`src/design/ptce_pkg.sv`:
```
// Shared types, constants, CHS packing and entry-present helpers for the partition table encoder.
package ptce_pkg;

  localparam int unsigned NUM_ENTRIES = 4;

  localparam logic [1:0] OP_ADD   = 2'd0;
  localparam logic [1:0] OP_DEL   = 2'd1;
  localparam logic [1:0] OP_QUERY = 2'd2;
  localparam logic [1:0] OP_CLEAR = 2'd3;

  localparam logic [1:0] RC_OK      = 2'd0;
  localparam logic [1:0] RC_EXISTS  = 2'd1;
  localparam logic [1:0] RC_INVALID = 2'd2;

  localparam logic [7:0] STATUS_EMPTY    = 8'h01;
  localparam logic [7:0] STATUS_ACTIVE   = 8'h80;
  localparam logic [7:0] STATUS_INACTIVE = 8'h00;

  localparam logic [5:0]  TRACK_SECTORS = 6'd63;
  localparam logic [31:0] CHS_LIMIT     = 32'd16370046;
  localparam logic [23:0] CHS_SATURATED = 24'hFEFFFF;

  typedef struct packed {
    logic [1:0]  opcode;
    logic [2:0]  entry_number;
    logic [7:0]  type_id;
    logic [31:0] lba_start;
    logic [31:0] lba_count;
  } ptce_in_t;

  typedef struct packed {
    logic [1:0]  result_code;
    logic        present;
    logic [7:0]  entry_status;
    logic [7:0]  entry_type;
    logic [23:0] first_chs;
    logic [23:0] last_chs;
    logic [31:0] entry_lba_start;
    logic [31:0] entry_lba_count;
  } ptce_out_t;

  // quo = low 14 bits of lba / 63, rem = lba % 63; 16 heads, so head and cylinder come from quo
  function automatic logic [23:0] chs_pack(input logic [13:0] quo, input logic [5:0] rem);
    logic [5:0] sec;
    sec = rem + 6'd1;
    return {4'd0, quo[3:0], quo[13:12], sec, quo[11:4]};
  endfunction

  function automatic logic entry_present(input logic [7:0] status, input logic [7:0] ptype);
    return ((status == STATUS_INACTIVE) || (status == STATUS_ACTIVE)) && (ptype != 8'd0);
  endfunction

endpackage

```
`src/design/partition_table_chs_encoder.sv`:
```
// Partition table encoder. Query, delete, clear, refused add or bad entry number: the
// result is registered in ST_RESP after the input transaction is accepted and held in ST_OUT.
// An accepted add runs the start, then the end address (unless the end is saturated), through
// one shared shift-and-add divide-by-63 unit in ST_DIV before it goes on to ST_RESP.
// One transaction in flight; in_ready returns the cycle after the result is taken.
// Synchronous active-low reset empties all entries (status 0x01, rest zero).
module partition_table_chs_encoder (
  input  logic                clk,
  input  logic                rst_n,
  input  logic                in_valid,
  output logic                in_ready,
  input  ptce_pkg::ptce_in_t  in_data,
  output logic                out_valid,
  input  logic                out_ready,
  output ptce_pkg::ptce_out_t out_data
);

  typedef enum logic [1:0] {
    ST_IDLE,
    ST_DIV,
    ST_RESP,
    ST_OUT
  } state_t;

  state_t state_r;

  logic [7:0]  status_tab_r [ptce_pkg::NUM_ENTRIES];
  logic [7:0]  type_tab_r   [ptce_pkg::NUM_ENTRIES];
  logic [23:0] first_tab_r  [ptce_pkg::NUM_ENTRIES];
  logic [23:0] last_tab_r   [ptce_pkg::NUM_ENTRIES];
  logic [31:0] start_tab_r  [ptce_pkg::NUM_ENTRIES];
  logic [31:0] count_tab_r  [ptce_pkg::NUM_ENTRIES];

  logic [1:0]  idx_r;
  logic        num_ok_r;
  logic [1:0]  rc_r;
  logic [7:0]  type_r;
  logic [31:0] start_r;
  logic [31:0] count_r;
  logic [23:0] end_r;
  logic        sat_r;
  logic [23:0] first_r;
  logic        pass_r;

  logic [31:0] dvd_r;
  logic [13:0] quo_r;

  logic              out_valid_r;
  ptce_pkg::ptce_out_t out_r;

  // accept-side decode
  logic        in_fire;
  logic        in_num_ok;
  logic [1:0]  in_idx;
  logic [31:0] in_end;
  logic        in_sat;

  assign in_fire   = in_valid && in_ready;
  assign in_num_ok = (in_data.entry_number >= 3'd1) && (in_data.entry_number <= 3'd4);
  assign in_idx    = 2'(in_data.entry_number - 3'd1);
  assign in_end    = in_data.lba_start + in_data.lba_count;
  assign in_sat    = (in_end <= in_data.lba_start) || (in_end >= ptce_pkg::CHS_LIMIT);

  // one fold of the divide-by-63 unit: x = 64*t + l, so quotient += t and x becomes t + l
  logic        fold_go;
  logic [31:0] fold_dvd;
  logic [13:0] fold_quo;
  logic        fin_max;
  logic [13:0] fin_quo;
  logic [5:0]  fin_rem;

  assign fold_go  = (dvd_r[31:6] != 26'd0);
  assign fold_dvd = {6'd0, dvd_r[31:6]} + {26'd0, dvd_r[5:0]};
  assign fold_quo = quo_r + dvd_r[19:6];
  assign fin_max  = (dvd_r[5:0] == ptce_pkg::TRACK_SECTORS);
  assign fin_quo  = quo_r + {13'd0, fin_max};
  assign fin_rem  = fin_max ? 6'd0 : dvd_r[5:0];

  assign in_ready  = (state_r == ST_IDLE);
  assign out_valid = out_valid_r;
  assign out_data  = out_r;

  always_ff @(posedge clk) begin
    if (!rst_n) begin
      state_r     <= ST_IDLE;
      out_valid_r <= 1'b0;
      for (int i = 0; i < ptce_pkg::NUM_ENTRIES; i++) begin
        status_tab_r[i] <= ptce_pkg::STATUS_EMPTY;
        type_tab_r[i]   <= 8'd0;
        first_tab_r[i]  <= 24'd0;
        last_tab_r[i]   <= 24'd0;
        start_tab_r[i]  <= 32'd0;
        count_tab_r[i]  <= 32'd0;
      end
    end else begin
      case (state_r)
        ST_IDLE: begin
          if (in_fire) begin
            idx_r    <= in_idx;
            num_ok_r <= in_num_ok;
            type_r   <= in_data.type_id;
            start_r  <= in_data.lba_start;
            count_r  <= in_data.lba_count;
            end_r    <= in_end[23:0];
            sat_r    <= in_sat;
            if (in_data.opcode == ptce_pkg::OP_CLEAR) begin
              rc_r    <= ptce_pkg::RC_OK;
              state_r <= ST_RESP;
              for (int i = 0; i < ptce_pkg::NUM_ENTRIES; i++) begin
                status_tab_r[i] <= ptce_pkg::STATUS_EMPTY;
                type_tab_r[i]   <= 8'd0;
                first_tab_r[i]  <= 24'd0;
                last_tab_r[i]   <= 24'd0;
                start_tab_r[i]  <= 32'd0;
                count_tab_r[i]  <= 32'd0;
              end
            end else if (!in_num_ok) begin
              rc_r    <= ptce_pkg::RC_INVALID;
              state_r <= ST_RESP;
            end else if (in_data.opcode == ptce_pkg::OP_ADD) begin
              if (ptce_pkg::entry_present(status_tab_r[in_idx], type_tab_r[in_idx])) begin
                rc_r    <= ptce_pkg::RC_EXISTS;
                state_r <= ST_RESP;
              end else begin
                // start the divider on the first address
                rc_r    <= ptce_pkg::RC_OK;
                dvd_r   <= in_data.lba_start;
                quo_r   <= 14'd0;
                pass_r  <= 1'b0;
                state_r <= ST_DIV;
              end
            end else begin
              rc_r    <= ptce_pkg::RC_OK;
              state_r <= ST_RESP;
              if (in_data.opcode == ptce_pkg::OP_DEL) begin
                status_tab_r[in_idx] <= ptce_pkg::STATUS_EMPTY;
                type_tab_r[in_idx]   <= 8'd0;
                first_tab_r[in_idx]  <= 24'd0;
                last_tab_r[in_idx]   <= 24'd0;
                start_tab_r[in_idx]  <= 32'd0;
                count_tab_r[in_idx]  <= 32'd0;
              end
            end
          end
        end

        ST_DIV: begin
          if (fold_go) begin
            dvd_r <= fold_dvd;
            quo_r <= fold_quo;
          end else if (!pass_r && !sat_r) begin
            // end address fits in 24 bits: run it through the same unit
            first_r <= ptce_pkg::chs_pack(fin_quo, fin_rem);
            dvd_r   <= {8'd0, end_r};
            quo_r   <= 14'd0;
            pass_r  <= 1'b1;
          end else begin
            status_tab_r[idx_r] <= ptce_pkg::STATUS_INACTIVE;
            type_tab_r[idx_r]   <= type_r;
            start_tab_r[idx_r]  <= start_r;
            count_tab_r[idx_r]  <= count_r;
            if (pass_r) begin
              first_tab_r[idx_r] <= first_r;
              last_tab_r[idx_r]  <= ptce_pkg::chs_pack(fin_quo, fin_rem);
            end else begin
              first_tab_r[idx_r] <= ptce_pkg::chs_pack(fin_quo, fin_rem);
              last_tab_r[idx_r]  <= ptce_pkg::CHS_SATURATED;
            end
            state_r <= ST_RESP;
          end
        end

        ST_RESP: begin
          out_r.result_code <= rc_r;
          if (num_ok_r) begin
            out_r.present         <= ptce_pkg::entry_present(status_tab_r[idx_r],
                                                             type_tab_r[idx_r]);
            out_r.entry_status    <= status_tab_r[idx_r];
            out_r.entry_type      <= type_tab_r[idx_r];
            out_r.first_chs       <= first_tab_r[idx_r];
            out_r.last_chs        <= last_tab_r[idx_r];
            out_r.entry_lba_start <= start_tab_r[idx_r];
            out_r.entry_lba_count <= count_tab_r[idx_r];
          end else begin
            out_r.present         <= 1'b0;
            out_r.entry_status    <= 8'd0;
            out_r.entry_type      <= 8'd0;
            out_r.first_chs       <= 24'd0;
            out_r.last_chs        <= 24'd0;
            out_r.entry_lba_start <= 32'd0;
            out_r.entry_lba_count <= 32'd0;
          end
          out_valid_r <= 1'b1;
          state_r     <= ST_OUT;
        end

        ST_OUT: begin
          if (out_ready) begin
            out_valid_r <= 1'b0;
            state_r     <= ST_IDLE;
          end
        end

        default: begin
          state_r     <= ST_IDLE;
          out_valid_r <= 1'b0;
        end
      endcase
    end
  end

  a_no_overlap: assert property (@(posedge clk) disable iff (!rst_n)
    !(in_ready && out_valid))
    else $error("input taken while a result is pending");

  a_busy_after_accept: assert property (@(posedge clk) disable iff (!rst_n)
    (in_valid && in_ready) |=> !in_ready)
    else $error("ready stayed high after a transaction was accepted");

  a_invalid_zero: assert property (@(posedge clk) disable iff (!rst_n)
    (out_valid && (out_data.result_code == ptce_pkg::RC_INVALID)) |->
      (!out_data.present && (out_data.entry_status == 8'd0)))
    else $error("invalid entry number returned nonzero entry data");

  a_present_type: assert property (@(posedge clk) disable iff (!rst_n)
    (out_valid && out_data.present) |-> (out_data.entry_type != 8'd0))
    else $error("entry reported present with zero type");

endmodule
```
`config.mk`:
```
export PLATFORM = sky130hd
export DESIGN_NAME = partition_table_chs_encoder
export DESIGN_NICKNAME = d
export VERILOG_FILES = /design/src/design/ptce_pkg.sv /design/src/design/partition_table_chs_encoder.sv
export SDC_FILE = /design/constraint.sdc
export NUM_CORES = 1
export LEC_CHECK = 0
export ABC_AREA = 1
export BUFFER_PORTS_ARGS = -buffer_cell sky130_fd_sc_hd__buf_2
export CAP_MARGIN = 20
export CORE_ASPECT_RATIO = 2
export CORE_MARGIN = 4
export CORE_UTILIZATION = 50
export CTS_CLUSTER_DIAMETER = 80
export CTS_CLUSTER_SIZE = 24
export DETAILED_ROUTE_END_ITERATION = 16
export PLACE_DENSITY = 0.72
export SLEW_MARGIN = 5
export SYNTH_ARGS = -nofsm -noshare
export SYNTH_HDL_FRONTEND = slang
export SYNTH_SLANG_ARGS = --single-unit
```
`constraint.sdc`:
```
create_clock -name clk -period 10.5 [get_ports clk]
set_clock_uncertainty 0.2 [all_clocks]
set_input_delay 1.575 -clock clk [delete_from_list [all_inputs] [get_ports clk]]
set_output_delay 1.575 -clock clk [all_outputs]
set_load 0.005 [all_outputs]
```
==> results of run 1 <==
-- worst reg2reg max path: stages, from the launching register on --
cell and delay [ns]:
dfxtp_1 0.35, inv_1 0.09, ha_1 0.14, buf_4 0.39
inv_1 0.40, nor2_1 0.26, nand3_2 0.37, nand2_1 0.25
o21ai_4 0.14, inv_2 0.15, nand3_4 0.71, buf_4 0.66
nand2_4 0.47, buf_4 0.65
-- how the worst max path moves through the flow --
| stage | startpoint | end | slack, ns | cells past startpoint |
|---|---|---|---|---|
| 6_report | state_r[1] | count_tab_r[3][3] | 4.86 | 13 |
| 4_1_cts | state_r[1] | count_tab_r[3][6] | 4.83 | 13 |
| 2_1_floorplan | rst_n | count_tab_r[2][0] | 0.32 | 9 |
| 3_3_place_gp | in_data[72] | count_tab_r[3][17] | 4.63 | 9 |
| 5_1_grt | state_r[1] | count_tab_r[3][20] | 4.51 | 13 |
| 3_5_place_dp | in_data[72] | count_tab_r[3][19] | 4.56 | 9 |
-- Yosys cell counts (all sizes together), types with 2 or more instances --
cell    instances
nor2         1027
edfxtp        738
nand2         543
inv           345
o21ai         295
a21oi         188
clkbuf        104
nand3          97
ha             90
buf            72
nand4          32
xor2           24
o211ai         20
nor3           16
xnor2          15
dfxtp           9
or2             9
nand3b          6
o22ai           6
nor4            5
clkinv          4
o21bai          4
a21o            3
a31oi           3
and3            3
fa              3
o21a            3
a21boi          2
a22oi           2
and2            2
-- metal layers --
metal | part of all wire | wire [um] | GRT usage | vias to the layer above
met5 | 0.00037 | 36 | 0 | -
met4 | 0.060 | 5850 | 0.128 | 6
met3 | 0.067 | 6530 | 0.0270 | 230
met2 | 0.51 | 50400 | 0.452 | 1068
met1 | 0.36 | 35200 | 0.296 | 12354
li1 | - | - | - | 12393
-- flip-flops by register name (all words and copies together), names as in the netlist, 8 cells and up, named ones only --
name         flops
end_r           24
last_tab_r      84
quo_r           14
out_data       117
count_tab_r    128
dvd_r           32
first_r         20
type_r           8
count_r         32
type_tab_r      32
start_r         32
start_tab_r    128
first_tab_r     80
-- stage by stage --
stage	area (um^2)	total power, mW	utilization	std cells	setup WS [ns]
after floorplan	35800	4.64	-	3687	0.324
after global placement	37400	5.07	0.528	4651	4.63
after detailed placement	37400	5.10	0.529	4652	4.56
after CTS	38500	6.65	0.543	4701	4.83
after global routing	38500	6.93	0.544	4704	4.51
final	38600	6.63	0.545	4710	4.86
-- layout make-up --
class	instances	area share
inverter	349	0.0342
clock inverter	3	0.000876
tap	910	0.0295
sequential	747	0.579
multi-input combinational	2415	0.295
antenna	6	0.000389
clock buffer	46	0.0260
timing repair buffer	234	0.0345
-- where the power goes --
group          internal, mW  total, mW  switching [mW]
logic                 0.368       1.27           0.905
clock network         0.684       1.60           0.913
registers              3.64       3.76           0.121
total                  4.69       6.63            1.94
-- cell families after synthesis --
logic type | synth area share
and+or+nand+nor | 0.194
DFF | 0.625
AOI/OAI and AO/OA | 0.0788
buffers and inverters | 0.0593
adders and majority gates | 0.0332
xor gates and xnor gates | 0.00956
other | 0.000105
==> summary.txt, run 1 <==
Status = completed
Cells after synthesis = 3677
Worst EP arrival = 5.66 ns
Worst path required time = 10.52 ns
Commonest non-fill, non-tap cells in the layout = nor2_1, edfxtp_1, nand2_1
Area Growth Syn to Fin = 7.92%
Worst setup EP type = flop
Minimum clock period = 5.64 ns
Filler cell count = 6274
Die Wd = 197 um
Die height = 386 um
Wire length per cell = 20.8 um
FF+latch area = 22300 um^2
Synth top area share = 0.620
Max Fclk = 177 MHz
CTS buffer count = 37
DRT Wirelength = 98000 um
Setup total negative slack = 0 ns
Worst path most repeated cell = buf_4
R2R depth = 13
Hold Buf Count CTS = 0
Endpoints failing hold = 0
DR iter-0 viols = 2517
Total Routing Usage GR = 0.251
Initial antenna violation count = 7
Reg2reg end = count_tab_r[3][3]
Crit path buf inv count = 6
RePlAce Congestion = 0.946
Hold endpoint = out_data[129]
WHS = 0.286 ns
Pwr per Cell Area = 172 nW/um^2
Crit Path Max Fanout = 62
RSZ-0062 raised after global routing = false
Clock sink count = 747
Delay-heaviest family, CP = buffers and inverters
R2r setup slk = 4.86 ns
Crit path cell chain = inv_1 -> ha_1 -> buf_4 -> inv_1 -> nor2_1 -> nand3_2 -> nand2_1 -> o21ai_4 -> inv_2 -> nand3_4 -> buf_4 -> nand2_4 -> buf_4
Setup bufs post-CTS = 0
Setup CP Type = reg2reg
Final max-slew violation count = 0
Area occupied by multi-input gates = 11400 um^2
Ys async rst share = 0
Residual DRC = 0
Synth warn = 0
Core area = 70800 um^2
Max stage delay cell, worst path = nand3_4
Clock Tree Buf Depth = 3
Avg Cell Area, Syn = 9.72 um^2
Area of the mapped netlist = 35700 um^2
Post-cts sizing count = 0
# H-tree levels = 2
CP Launch Type = flop
Post-DP HPWL = 66200 um
Most common cell after layout, fill and taps aside = nor2_1
Clock-pin slew on the worst setup and hold paths = 0.10 ns
Hold WC Path Type = reg2reg
Hold Crit Depth = 0
Period utilisation layout = 0.537
CTS tree = done
Min-delay src = rc_r[0]
Layout cells sized above 1 = 0.0862
Clk Latency, worst-skew pair = 0.58 ns
Max VDD drop = 0.153 mV
Slew headroom = 0.270
# Max-Cap Violations = 0
Antenna Nets Post-Route = 0
Largest net degree at the start of global routing = 146
Least-Margin Pin Slew = 1.10 ns
Global-route wire length before repair = 146000 um
Setup violators final = 0
Via Count = 26051
GR Overflow Total = 0
Port Buf Inserts = 202
Top cell type by total area after synthesis = edfxtp_1
DIE AREA = 76100 um^2
Vias in the first global route = 25076
IO Pins = 214
Post-synthesis sequential area ratio = 0.625
Clk root buf = clkbuf_16
Post-synth EDFFs = 738
Nets = 3958
Ys flop type = edfxtp_1
Synth area leaders = edfxtp_1, nor2_1, nand2_1, o21ai_0, inv_1
Initial DRT Pass Iterations = 6
Leak = 15.0 nW
Register bit total from synthesis = 747
Avg Vias per Cell = 5.53
Distinct cell type count after synthesis = 48
Starting Density = 0.505
Reg-to-reg startpoint = state_r[1]
Max stage delay on crit path = 0.71 ns
# rows = 138
(Power assumes the default switching activity.)
==> run 2, diff against run 1 <==
PLACE_DENSITY = 0.7   (was 0.72)
clock period = 5.4 ns   (was 10.5 ns; I/O delays follow)
==> summary.txt, run 2 (same netlist as run 1, synthesis figures left out) <==
Worst path most repeated cell = nand4_1 (was buf_4)
Worst path required time = 5.45 ns (was 10.52 ns)
Max stage delay on crit path = 0.59 ns (was 0.71 ns)
Max VDD drop = 0.276 mV (was 0.153 mV)
Nets = 3967 (was 3958)
R2R depth = 10 (was 13)
CTS tree = done (unchanged)
Worst setup EP type = flop (unchanged)
Avg Vias per Cell = 5.54 (was 5.53)
Clock sink count = 747 (unchanged)
Antenna Nets Post-Route = 0 (unchanged)
Core area = 70800 um^2 (unchanged)
Hold Buf Count CTS = 0 (unchanged)
Vias in the first global route = 25353 (was 25076)
# Max-Cap Violations = 0 (unchanged)
# H-tree levels = 2 (unchanged)
Least-Margin Pin Slew = 1.01 ns (was 1.10 ns)
Post-DP HPWL = 68400 um (was 66200 um)
Setup violators final = 0 (unchanged)
Commonest non-fill, non-tap cells in the layout = nor2_1, edfxtp_1, nand2_1 (unchanged)
Setup CP Type = reg2reg (unchanged)
Crit path buf inv count = 2 (was 6)
Die Wd = 197 um (unchanged)
Hold WC Path Type = in2reg (was reg2reg)
Initial DRT Pass Iterations = 6 (unchanged)
CP Capture Point = start_tab_r[1][10] (was count_tab_r[3][3])
DP Cell Count = 4664 (was 4652)
Final max-slew violation count = 0 (unchanged)
Setup total negative slack = 0 ns (unchanged)
Port Buf Inserts = 202 (unchanged)
# rows = 138 (unchanged)
Clk Latency, worst-skew pair = 0.59 ns (was 0.58 ns)
DR iter-0 viols = 2088 (was 2517)
Total Routing Usage GR = 0.258 (was 0.251)
Status = completed (unchanged)
R2r setup slk = 1.31 ns (was 4.86 ns)
Core Util, Final = 0.547 (was 0.545)
Area Growth Syn to Fin = 8.38% (was 7.92%)
Die height = 386 um (unchanged)
Period utilisation layout = 0.757 (was 0.537)
Worst slack, placed = 0.910 ns (was 4.56 ns)
Post-cts sizing count = 0 (unchanged)
CTS buffer count = 37 (unchanged)
Clock Tree Buf Depth = 3 (unchanged)
Max Fclk = 245 MHz (was 177 MHz)
Critical path origin = dvd_r[7] (was state_r[1])
Global-route wire length before repair = 149000 um (was 146000 um)
Non-filler cells, final = 4726 (was 4710)
Worst EP arrival = 4.14 ns (was 5.66 ns)
Initial antenna violation count = 10 (was 7)
Reg-to-reg startpoint = dvd_r[7] (was state_r[1])
Setup bufs post-CTS = 0 (unchanged)
GR Overflow Total = 0 (unchanged)
Minimum clock period = 4.09 ns (was 5.64 ns)
Crit Path Max Fanout = 39 (was 62)
Leak = 15.1 nW (was 15.0 nW)
Slew headroom = 0.323 (was 0.270)
Max stage delay cell, worst path = nand2_4 (was nand3_4)
RePlAce Congestion = 1.00 (was 0.946)
RSZ-0062 raised after global routing = false (unchanged)
Endpoints failing hold = 0 (unchanged)
Pwr per Cell Area = 335 nW/um^2 (was 172 nW/um^2)
DIE AREA = 76100 um^2 (unchanged)
Starting Density = 0.505 (unchanged)
Delay-heaviest family, CP = simple AND/OR/NAND/NOR gates (was buffers and inverters)
CP Launch Type = flop (unchanged)
Residual DRC = 0 (unchanged)
IO Pins = 214 (unchanged)
Hold Crit Depth = 1 (was 0)
Final setup margin = 1.31 ns (was 4.86 ns)
Reg2reg end = start_tab_r[1][10] (was count_tab_r[3][3])
Clk root buf = clkbuf_16 (unchanged)
Crit path cell chain = inv_1 -> nand4_1 -> nor2_1 -> nand4_1 -> nor2_4 -> nand3_2 -> o21ai_4 -> nand3_4 -> nand2_4 -> buf_12 (was inv_1 -> ha_1 -> buf_4 -> inv_1 -> nor2_1 -> nand3_2 -> nand2_1 -> o21ai_4 -> inv_2 -> nand3_4 -> buf_4 -> nand2_4 -> buf_4)
DRT Wirelength = 100000 um (was 98000 um)
Wire length per cell = 21.3 um (was 20.8 um)
Clock-pin slew on the worst setup and hold paths = 0.10 ns (about the same)
Via Count = 26173 (was 26051)
Most common cell after layout, fill and taps aside = nor2_1 (unchanged)
WP depth = 10 (was 13)
Largest net degree at the start of global routing = 91 (was 146)
Layout cells sized above 1 = 0.0885 (was 0.0862)
run 2: changes by cell type in the layout (fill, tap and decap cells not counted), sizes merged:
cell | previous run | this run
buf | 234 | 243
clkbuf | 46 | 53
run 2: metrics by stage:
step	hold slack [ns]	power, mW	cell area, um^2
after detailed placement	0.236	9.97	37600
after CTS	0.171	13.0	38700
after global placement	0.229	9.93	37600
after floorplan	0.200	8.99	35800
after global routing	0.183	13.5	38700
final	0.195	13.0	38700
run 2: worst min path at each step:
stage	start	endpoint
after floorplan	rc_r[0]	out_data[129]
after global placement	rc_r[1]	out_data[130]
after detailed placement	rc_r[0]	out_data[129]
after CTS	in_data[67]	type_r[3]
after global routing	in_data[64]	type_r[0]
final	in_data[64]	type_r[0]
run 2: cell type report:
cell class,instances,area [um^2]
fill,6325,32100
sequential,747,22300
multi-input combinational,2415,11400
timing repair buffer,243,1460
inverter,349,1320
tap,910,1140
clock buffer,53,1030
clock inverter,3,33.8
antenna,6,15.0
run 2: report_power, final:
group | switching (mW) | internal, mW | total, mW | leakage, nW
clock | 1.79 | 1.35 | 3.14 | 0.513
sequential | 0.236 | 7.08 | 7.32 | 7.44
combinational | 1.78 | 0.734 | 2.52 | 7.12
run 2: worst reg2reg max path, stage by stage (launching register included):
cell	delay [ns]
edfxtp_1	0.45
inv_1	0.24
nand4_1	0.11
nor2_1	0.20
nand4_1	0.18
nor2_4	0.18
nand3_2	0.37
o21ai_4	0.44
nand3_4	0.39
nand2_4	0.60
buf_12	0.34
run 2: per-layer routing:
| metal | vias to the layer above | track usage | part of all wire |
|---|---|---|---|
| li1 | 12433 | - | - |
| met2 | 1028 | 0.463 | 0.51 |
| met4 | 6 | 0.132 | 0.059 |
| met3 | 228 | 0.0270 | 0.064 |
| met5 | - | 0 | 0.00046 |
| met1 | 12478 | 0.306 | 0.36 |
